--- src/sv/ufi_pkg.sv ---
// ---------------------------------------------------------------------------
// ufi_pkg
// shared types, codes and defaults of the interpolating fir
// ---------------------------------------------------------------------------
package ufi_pkg;

    // default sizes
    localparam int UFI_MAX_TAPS    = 128;
    localparam int UFI_MAX_FACTOR  = 16;
    localparam int UFI_SAMPLE_BITS = 16;
    localparam int UFI_COEF_BITS   = 16;

    // fixed field widths
    localparam int KIND_W     = 2;
    localparam int COEF_IDX_W = 7;
    localparam int OUT_BITS   = 16;
    localparam int CFG_IDX_W  = 2;
    localparam int CFG_DATA_W = 8;
    localparam int FACTOR_W   = 5;
    localparam int NTAPS_W    = 8;
    localparam int SHIFT_W    = 5;

    // item kinds
    localparam logic [KIND_W-1:0] KIND_COEF   = 2'd0;
    localparam logic [KIND_W-1:0] KIND_SAMPLE = 2'd1;
    localparam logic [KIND_W-1:0] KIND_TAIL   = 2'd2;

    // register indexes
    localparam logic [CFG_IDX_W-1:0] REG_INTERP_FACTOR = 2'd0;
    localparam logic [CFG_IDX_W-1:0] REG_NUM_TAPS      = 2'd1;
    localparam logic [CFG_IDX_W-1:0] REG_OUT_SHIFT     = 2'd2;

    // register reset values
    localparam logic [FACTOR_W-1:0] RST_INTERP_FACTOR = 5'd4;
    localparam logic [NTAPS_W-1:0]  RST_NUM_TAPS      = 8'd33;
    localparam logic [SHIFT_W-1:0]  RST_OUT_SHIFT     = 5'd15;

    // control from the sequencer to the shared mac
    typedef struct packed {
        logic clear;  // zero the accumulators
        logic issue;  // a tap/history read was addressed this cycle
    } ufi_mac_ctl_t;

endpackage

--- src/sv/ufi_mac.sv ---
// ---------------------------------------------------------------------------
// ufi_mac
// shared complex multiply-accumulate with round, shift and saturate
// ---------------------------------------------------------------------------
module ufi_mac
    import ufi_pkg::*;
#(
    parameter int MAX_TAPS    = UFI_MAX_TAPS,
    parameter int SAMPLE_BITS = UFI_SAMPLE_BITS,
    parameter int COEF_BITS   = UFI_COEF_BITS
) (
    input  logic                          clk,
    input  logic                          rst_n,
    input  ufi_mac_ctl_t                  ctl,
    input  logic signed [COEF_BITS-1:0]   tap,
    input  logic signed [SAMPLE_BITS-1:0] hist_i,
    input  logic signed [SAMPLE_BITS-1:0] hist_q,
    input  logic        [SHIFT_W-1:0]     shift,
    output logic signed [OUT_BITS-1:0]    res_i,
    output logic signed [OUT_BITS-1:0]    res_q
);

    localparam int PW    = SAMPLE_BITS + COEF_BITS;
    localparam int ACC_W = PW + $clog2(MAX_TAPS);
    // wide enough that the rounding bit never falls off the top
    localparam int RW    = ((ACC_W > 32) ? ACC_W : 32) + 1;
    localparam logic signed [RW-1:0] SAT_HI = RW'((1 <<< (OUT_BITS - 1)) - 1);
    localparam logic signed [RW-1:0] SAT_LO = -RW'(1 <<< (OUT_BITS - 1));

    logic                    v1_reg;
    logic                    pv_reg;
    logic signed [PW-1:0]    prod_i_reg;
    logic signed [PW-1:0]    prod_q_reg;
    logic signed [ACC_W-1:0] acc_i_reg;
    logic signed [ACC_W-1:0] acc_q_reg;

    function automatic logic signed [OUT_BITS-1:0] finish(
        input logic signed [ACC_W-1:0] acc,
        input logic [SHIFT_W-1:0]      s
    );
        logic signed [RW-1:0] ext;
        logic signed [RW-1:0] rnd;
        logic signed [RW-1:0] shd;
        logic signed [OUT_BITS-1:0] r;
        ext = RW'(acc);
        if (s == '0)
        begin
            rnd = ext;
        end
        else
        begin
            rnd = ext + (RW'(1) << (s - SHIFT_W'(1)));
        end
        shd = rnd >>> s;
        if (shd > SAT_HI)
        begin
            r = SAT_HI[OUT_BITS-1:0];
        end
        else if (shd < SAT_LO)
        begin
            r = SAT_LO[OUT_BITS-1:0];
        end
        else
        begin
            r = shd[OUT_BITS-1:0];
        end
        return r;
    endfunction

    // memory data arrives in the cycle after issue
    always_ff @(posedge clk or negedge rst_n)
    begin
        if (!rst_n)
        begin
            v1_reg <= 1'b0;
            pv_reg <= 1'b0;
        end
        else
        begin
            v1_reg <= ctl.issue;
            pv_reg <= v1_reg;
        end
    end

    always_ff @(posedge clk)
    begin
        if (v1_reg)
        begin
            prod_i_reg <= tap * hist_i;
            prod_q_reg <= tap * hist_q;
        end
        if (ctl.clear)
        begin
            acc_i_reg <= '0;
            acc_q_reg <= '0;
        end
        else if (pv_reg)
        begin
            acc_i_reg <= acc_i_reg + ACC_W'(prod_i_reg);
            acc_q_reg <= acc_q_reg + ACC_W'(prod_q_reg);
        end
    end

    assign res_i = finish(acc_i_reg, shift);
    assign res_q = finish(acc_q_reg, shift);

endmodule

--- config.mk ---
export PLATFORM = sky130hd
export DESIGN_NAME = ufi_mac
export DESIGN_NICKNAME = d
export VERILOG_FILES = /design/src/sv/ufi_pkg.sv /design/src/sv/ufi_mac.sv
export SDC_FILE = /design/constraint.sdc
export NUM_CORES = 2
export LEC_CHECK = 0
export BUFFER_PORTS_ARGS = -buffer_cell sky130_fd_sc_hd__buf_2
export CORE_ASPECT_RATIO = 1.2
export CORE_MARGIN = 2
export CORE_UTILIZATION = 40
export CTS_BUF_LIST = sky130_fd_sc_hd__clkbuf_16
export CTS_CLUSTER_DIAMETER = 120
export DETAILED_ROUTE_END_ITERATION = 16
export PLACE_DENSITY = 0.53
export SYNTH_ARGS = -nofsm -noshare
export SYNTH_HDL_FRONTEND = slang
export SYNTH_SLANG_ARGS = --single-unit
--- constraint.sdc ---
create_clock -name clk -period 10.3 [get_ports clk]
set_input_delay 1.545 -clock clk [delete_from_list [all_inputs] [get_ports clk]]
set_output_delay 1.545 -clock clk [all_outputs]
set_load 0.03 [all_outputs]
# [Word level (Yosys, flattened, before mapping)]
# Index checks and enable logic that the tools add are counted.
# W data, S select, Z words.
[word_totals] ff_bits=144 inputBits=57 output_inout_bits=32 elab_cells=27
[classes] n_addsub=5 mul=2 magnitude_cmp=4 shift=3 n_mux=6 reduce_logical=1
[op_table] op="$add A39 B40 Y40" count=2
[op_table] op="$gt A40 B16 Y1 const B" count=2
[op_table] op="$lt A40 B16 Y1 const B" count=2
[op_table] op="$mux W40" count=2
[op_table] op="$sshr A40 B5 Y40" count=2
[op_table] op="$add A39 B32 Y39" count=2
[op_table] op="$mul A16 B16 Y32" count=2
[op_table] op="$mux W16" count=4
[op_table] op="$shl A1 B5 Y40 const A" count=1
[op_table] op="$logic_not A5 Y1" count=1
[op_table] op="$sub A5 B1 Y5 const B" count=1

# [Depth between registers and ports, before layout]
[logic_depth] depth_word=8 mapped_depth=32 ltp_nobuf=27

# [Worst setup path before layout]
# No wires, ideal clock.
[synth_path] path_kind="input-to-output" startpoint="input port shift[1]" endpoint="output port res_q[11]" arrival_ps=9170 required_time_ps=8755 path_slack_ps=-415 path_stages=30 n_path_buf=12 path_cell_list="buf_4 > buf_6 > buf_2 > clkbuf_1 > clkbuf_1 > clkbuf_1 > clkbuf_1 > clkbuf_1 > buf_1 > buf_1 > clkbuf_1 > nor3_1 > ha_1 > clkbuf_1 > a21o_1 > a31oi_1 > a21o_1 > o21ai_0 > o211ai_1 > a31o_2 > o311ai_1 > mux2i_1 > xnor2_1 > mux4_2 > nor2_1 > a211oi_1 > mux2_2 > nor4_1 > a21oi_1 > o41ai_1"
[synth_via] elab_chain_len=8
[synth_rtl] item="start, declared" line_no="ufi_mac.sv:18" rtl="input logic [SHIFT_W-1:0] shift,"
[synth_rtl] item="$sub A5 B1 Y5" line_no="ufi_mac.sv:52" rtl="rnd = ext + (RW'(1) << (s - SHIFT_W'(1)));"
[synth_rtl] item="$shl A1 B5 Y40" line_no="ufi_mac.sv:52"
[synth_rtl] item="$add A39 B40 Y40" line_no="ufi_mac.sv:52"
[synth_rtl] item="$mux W40" line_no="ufi_mac.sv:46" rtl="if (s == '0)"
[synth_rtl] item="$sshr A40 B5 Y40 *" line_no="ufi_mac.sv:54" rtl="shd = rnd >>> s;"
[synth_rtl] item="$lt A40 B16 Y1" line_no="ufi_mac.sv:59" rtl="else if (shd < SAT_LO)"
[synth_rtl] item="$mux W16" line_no="ufi_mac.sv:59"
[synth_rtl] item="$mux W16 *" line_no="ufi_mac.sv:55" rtl="if (shd > SAT_HI)"
[synth_rtl] item="end, declared" line_no="ufi_mac.sv:20" rtl="output logic signed [OUT_BITS-1:0] res_q"
# Every way passes the cells marked *; elsewhere a longest branch is shown, timed or not.

# [Worst setup path in the final report]
[layout_path] startpoint="input port shift[2]" endpoint="output port res_i[2]"
[layout_via] elab_chain_len=8
[layout_rtl] item="$sub A5 B1 Y5" line_no="ufi_mac.sv:52"
[layout_rtl] item="$shl A1 B5 Y40" line_no="ufi_mac.sv:52"
[layout_rtl] item="$add A39 B40 Y40" line_no="ufi_mac.sv:52"
[layout_rtl] item="$mux W40" line_no="ufi_mac.sv:46"
[layout_rtl] item="$sshr A40 B5 Y40 *" line_no="ufi_mac.sv:54"
[layout_rtl] item="$lt A40 B16 Y1" line_no="ufi_mac.sv:59"
[layout_rtl] item="$mux W16" line_no="ufi_mac.sv:59"
[layout_rtl] item="$mux W16 *" line_no="ufi_mac.sv:55"
[layout_rtl] item="end, declared" line_no="ufi_mac.sv:19" rtl="output logic signed [OUT_BITS-1:0] res_i,"
# Marks and branches as above.

==> results.rst <==
.. list-table::
   :header-rows: 1

   * - Metric
     - Value
   * - Outcome
     - finished clean
   * - Final design instance area without fill
     - 42,600 sq um
   * - Vertical die dimension
     - 351 microns
   * - Max-capacitance violation count
     - 0
   * - Clock network latency to the later pin of the worst-skew pair
     - 460 ps
   * - I/O Pins
     - 89
   * - Synthesis-stage register bit count
     - 144
   * - CP bufs+invs
     - 3
   * - Fmax
     - 103 MHz
   * - Synthesized netlist cell count
     - 4,923
   * - Worst Clk Skew
     - 15.5 ps
   * - Horizontal die dimension
     - 294 microns
   * - RD Place Congestion
     - 0.977
   * - Syn Area/Cell
     - 8.17 sq um
   * - Delay of the slowest cell on the worst path
     - 560 ps
   * - Post-detailed-route DRC marker count
     - 0
   * - Syn Std Cell Area
     - 40,200 sq um
   * - NumNets Final
     - 5,703
   * - Data arrival time of the critical path
     - 8160 ps
   * - Post-CTS resize count
     - 0
   * - Starting density of the core
     - 40.3%
   * - Leading area contributor after synthesis
     - sky130_fd_sc_hd__fa_1
   * - Via-per-instance ratio
     - 5.73
   * - Number of warnings issued by yosys
     - 0
   * - Ranking of synthesized cells by area
     - sky130_fd_sc_hd__fa_1, sky130_fd_sc_hd__ha_1, sky130_fd_sc_hd__inv_1
   * - Pin count of the biggest net entering global routing
     - 66
   * - Area delta synth->final
     - 5.75%
   * - Die Footprint
     - 103,000 sq um
   * - Clock input transition at the sequential cells of the worst setup and hold paths
     - 60 ps
   * - Leak
     - 19.0 nW
   * - GRT overflow
     - 0
   * - Count of buffers from port buffering
     - 88
   * - Peak VDD IR
     - 0.298 mV
   * - Clk Tree Root Cell
     - sky130_fd_sc_hd__clkbuf_16
   * - Post-place instance area
     - 41,900 sq um
   * - Proportion of layout cells with a drive suffix above 1
     - 7.85%
   * - Pwr per Cell Area
     - 395 nW/um^2
   * - Antenna Nets Post-Route
     - 0
   * - Number of synthesized flops with an enable pin
     - 64
   * - Number of buffers on the longest clock path
     - 2
   * - Number of rows created at floorplan
     - 127
   * - Number of hold buffers added after CTS
     - 0
   * - Vias in the first global route
     - 35,600
   * - Share of flip-flops with an asynchronous set or reset after synthesis
     - 1.39%
   * - TritonRoute pass-1 iters
     - 6
   * - Global-route wire length before repair
     - 213,000 microns
   * - Startpoint Class
     - input pin
   * - Category of the critical setup timing path
     - in -> out
   * - Unique masters post-synth
     - 123
   * - Number of setup buffers added after CTS
     - 0
   * - CTS buffer count
     - 17
   * - Routed wire length per instance
     - 22.2 microns
   * - Max-slew headroom at the worst pin
     - 21.3%
   * - Global router's overall resource usage
     - 26.7%
   * - Top_reg_cell synth
     - sky130_fd_sc_hd__dfxtp_1
   * - Max-slew violations
     - 0
   * - Kind of end point of the critical path
     - primary output
   * - Clock period minus final worst setup slack
     - 9710 ps
   * - Vias after detailed routing
     - 35,200
   * - Clock tree from TritonCTS
     - built
   * - Initial DRC Count
     - 2,601
   * - Placed wire-length estimate after detailed placement
     - 110,000 microns
   * - Clk sink count
     - 144
   * - Class of the tightest hold or removal check
     - reg -> reg
   * - Transition time at the pin with the least slew margin
     - 1180 ps
   * - Standard cell with the maximum stage delay on the critical path
     - sky130_fd_sc_hd__o311ai_2
   * - Number of setup violations in the final report
     - 0
   * - Final critical-path share of the clock period
     - 94.2%
   * - Final count of hold timing violations
     - 0
   * - Routed Wire Length
     - 136,000 microns
   * - Number of antenna violations at the first check in global routing
     - 5
   * - Required time worst endpoint
     - 8760 ps
   * - Setup repair after global routing missed its margin
     - no
   * - Family with the most delay on the worst path
     - compound AO/OA/AOI/OAI gates
   * - Number of nets produced by synthesis
     - 5,784
   * - Total power
     - 16.8 mW
   * - Core Region
     - 99,800 sq um
   * - CP Cell Sequence
     - buf_4 > or3_1 > nor2_1 > ha_1 > inv_1 > fa_1 > or3_1 > a41oi_2 > a21boi_1 > o311ai_2 > o31ai_2 > a211oi_1 > mux2i_1 > o31ai_1 > mux4_2 > a222oi_1 > mux2i_1 > nor3b_2 > nand3_1 > o21ai_2 > a31o_2 > buf_2
   * - Fraction of synthesized cell area taken by the top area cell type
     - 26.3%
   * - Maximum fanout encountered on the critical timing path
     - 26
   * - Share of the yosys chip area belonging to registers
     - 8.78%
   * - Count of H-tree levels built during CTS
     - 4
layer usage:
layer | GRT usage (%) | share of wire (%) | vias to the layer above
met5 | 0 | 0 | -
met2 | 45.9 | 48 | 1049
met1 | 33.7 | 42 | 17300
met4 | 13.4 | 5.7 | 0
met3 | 1.98 | 3.9 | 280
li1 | - | - | 16500
stage by stage:
stage               hold WS [ps]  worst slack (ps)  std cells  util, %  setup TNS, ps
finish                       565               595       6149     42.6              0
global route                 595               177       6149     42.6              0
CTS                          572               677       6145     42.6              0
detailed placement           561               689       6113     42.0              0
global placement             557               821       6113     42.0              0
floorplan                    475             -10.5       4923        -          -42.2
cell families (layout without fill, tap and decap cells):
group                    Yosys count  count (layout)  share of synthesized area [%]
AO/OA/AOI/OAI                   1040            1040                           17.9
XOR/XNOR                         213             213                           4.64
adder cells (fa/ha/maj)          813             813                           35.1
buffers and inverters            916             848                           8.80
flip-flops                       144             144                           8.78
multiplexers                     184             184                           5.24
other                              0               4                              0
AND/OR/NAND/NOR                 1613            1613                           19.5
tightest hold or removal path: stages, from the launching register on:
cell and delay (ps):
sky130_fd_sc_hd__dfxtp_1 370, sky130_fd_sc_hd__nand2_1 90, sky130_fd_sc_hd__a21oi_1 50
synthesized netlist by cell type, types with 13 or more instances:
library cell and n:
sky130_fd_sc_hd__or2_2 19, sky130_fd_sc_hd__ha_1 276, sky130_fd_sc_hd__o22ai_1 18, sky130_fd_sc_hd__a211o_1 21
sky130_fd_sc_hd__o211ai_1 43, sky130_fd_sc_hd__a21o_1 95, sky130_fd_sc_hd__mux2i_1 124, sky130_fd_sc_hd__fa_1 528
sky130_fd_sc_hd__mux4_2 17, sky130_fd_sc_hd__o221ai_1 13, sky130_fd_sc_hd__and2_1 220, sky130_fd_sc_hd__dfxtp_1 78
sky130_fd_sc_hd__edfxtp_1 64, sky130_fd_sc_hd__nor4_1 27, sky130_fd_sc_hd__mux2_2 42, sky130_fd_sc_hd__nor2_1 333
sky130_fd_sc_hd__and3_1 49, sky130_fd_sc_hd__nand3_1 88, sky130_fd_sc_hd__a21boi_0 13, sky130_fd_sc_hd__a31oi_1 60
sky130_fd_sc_hd__nand2b_1 59, sky130_fd_sc_hd__nand2_1 558, sky130_fd_sc_hd__xor2_1 53, sky130_fd_sc_hd__o31ai_1 38
sky130_fd_sc_hd__inv_1 626, sky130_fd_sc_hd__buf_1 30, sky130_fd_sc_hd__a211oi_1 53, sky130_fd_sc_hd__a31o_2 16
sky130_fd_sc_hd__nor3_1 79, sky130_fd_sc_hd__xnor2_1 160, sky130_fd_sc_hd__o21ai_0 185, sky130_fd_sc_hd__o21bai_1 25
sky130_fd_sc_hd__or3_1 42, sky130_fd_sc_hd__o21a_1 34, sky130_fd_sc_hd__nor2b_1 34, sky130_fd_sc_hd__clkbuf_1 228
sky130_fd_sc_hd__nand4_1 30, sky130_fd_sc_hd__o2111ai_1 15, sky130_fd_sc_hd__a21oi_1 223, sky130_fd_sc_hd__buf_2 13
path summary, 6_finish.rpt:
check | startpoint | to | slack, ps | depth (start not counted)
min in group asynchronous | rst_n | pv_reg | 870 | 1
min reg2reg | acc_q_reg[25] | acc_q_reg[25] | 560 | 2
min | acc_q_reg[25] | acc_q_reg[25] | 560 | 2
max reg2reg | acc_q_reg[2] | acc_q_reg[38] | 5540 | 18
max in group asynchronous | rst_n | pv_reg | 9320 | 1
max | shift[2] | res_i[2] | 590 | 22
layout by cell type (no fill, tap or decap), drive strengths merged, types with 15 or more instances in the layout:
cell type,synthesis,layout
a211o,21,21
a211oi,56,56
a21boi,16,16
a21o,96,96
a21oi,224,224
a31o,17,17
a31oi,61,61
and2,223,223
and3,49,49
buf,58,186
clkbuf,228,17
dfxtp,78,78
edfxtp,64,64
fa,528,528
ha,276,276
inv,627,634
mux2,43,43
mux2i,124,124
mux4,17,17
nand2,558,558
nand2b,59,59
nand3,88,88
nand4,30,30
nor2,334,334
nor2b,34,34
nor3,81,81
nor4,27,27
o2111ai,15,15
o211ai,44,44
o21a,34,34
o21ai,200,200
o21bai,25,25
o22ai,18,18
o31ai,42,42
or2,22,22
or3,43,43
xnor2,160,160
xor2,53,53
area by class of cell:
type	count	area [sq um]
sequential	144	3540
timing repair buffer	186	1190
tap	1290	1610
fill	10200	57200
clock buffer	17	425
inverter	630	2370
antenna	4	10.0
clock inverter	15	175
multi-input combinational	3863	33200
where the power goes:
group / total, mW / switching, mW / internal [mW] / leakage, nW
sequential: 1.91 / 0.439 / 1.47 / 1.29
clock: 0.644 / 0.279 / 0.365 / 0.286
combinational: 14.3 / 8.19 / 6.08 / 17.4
(Power assumes the default switching activity.)
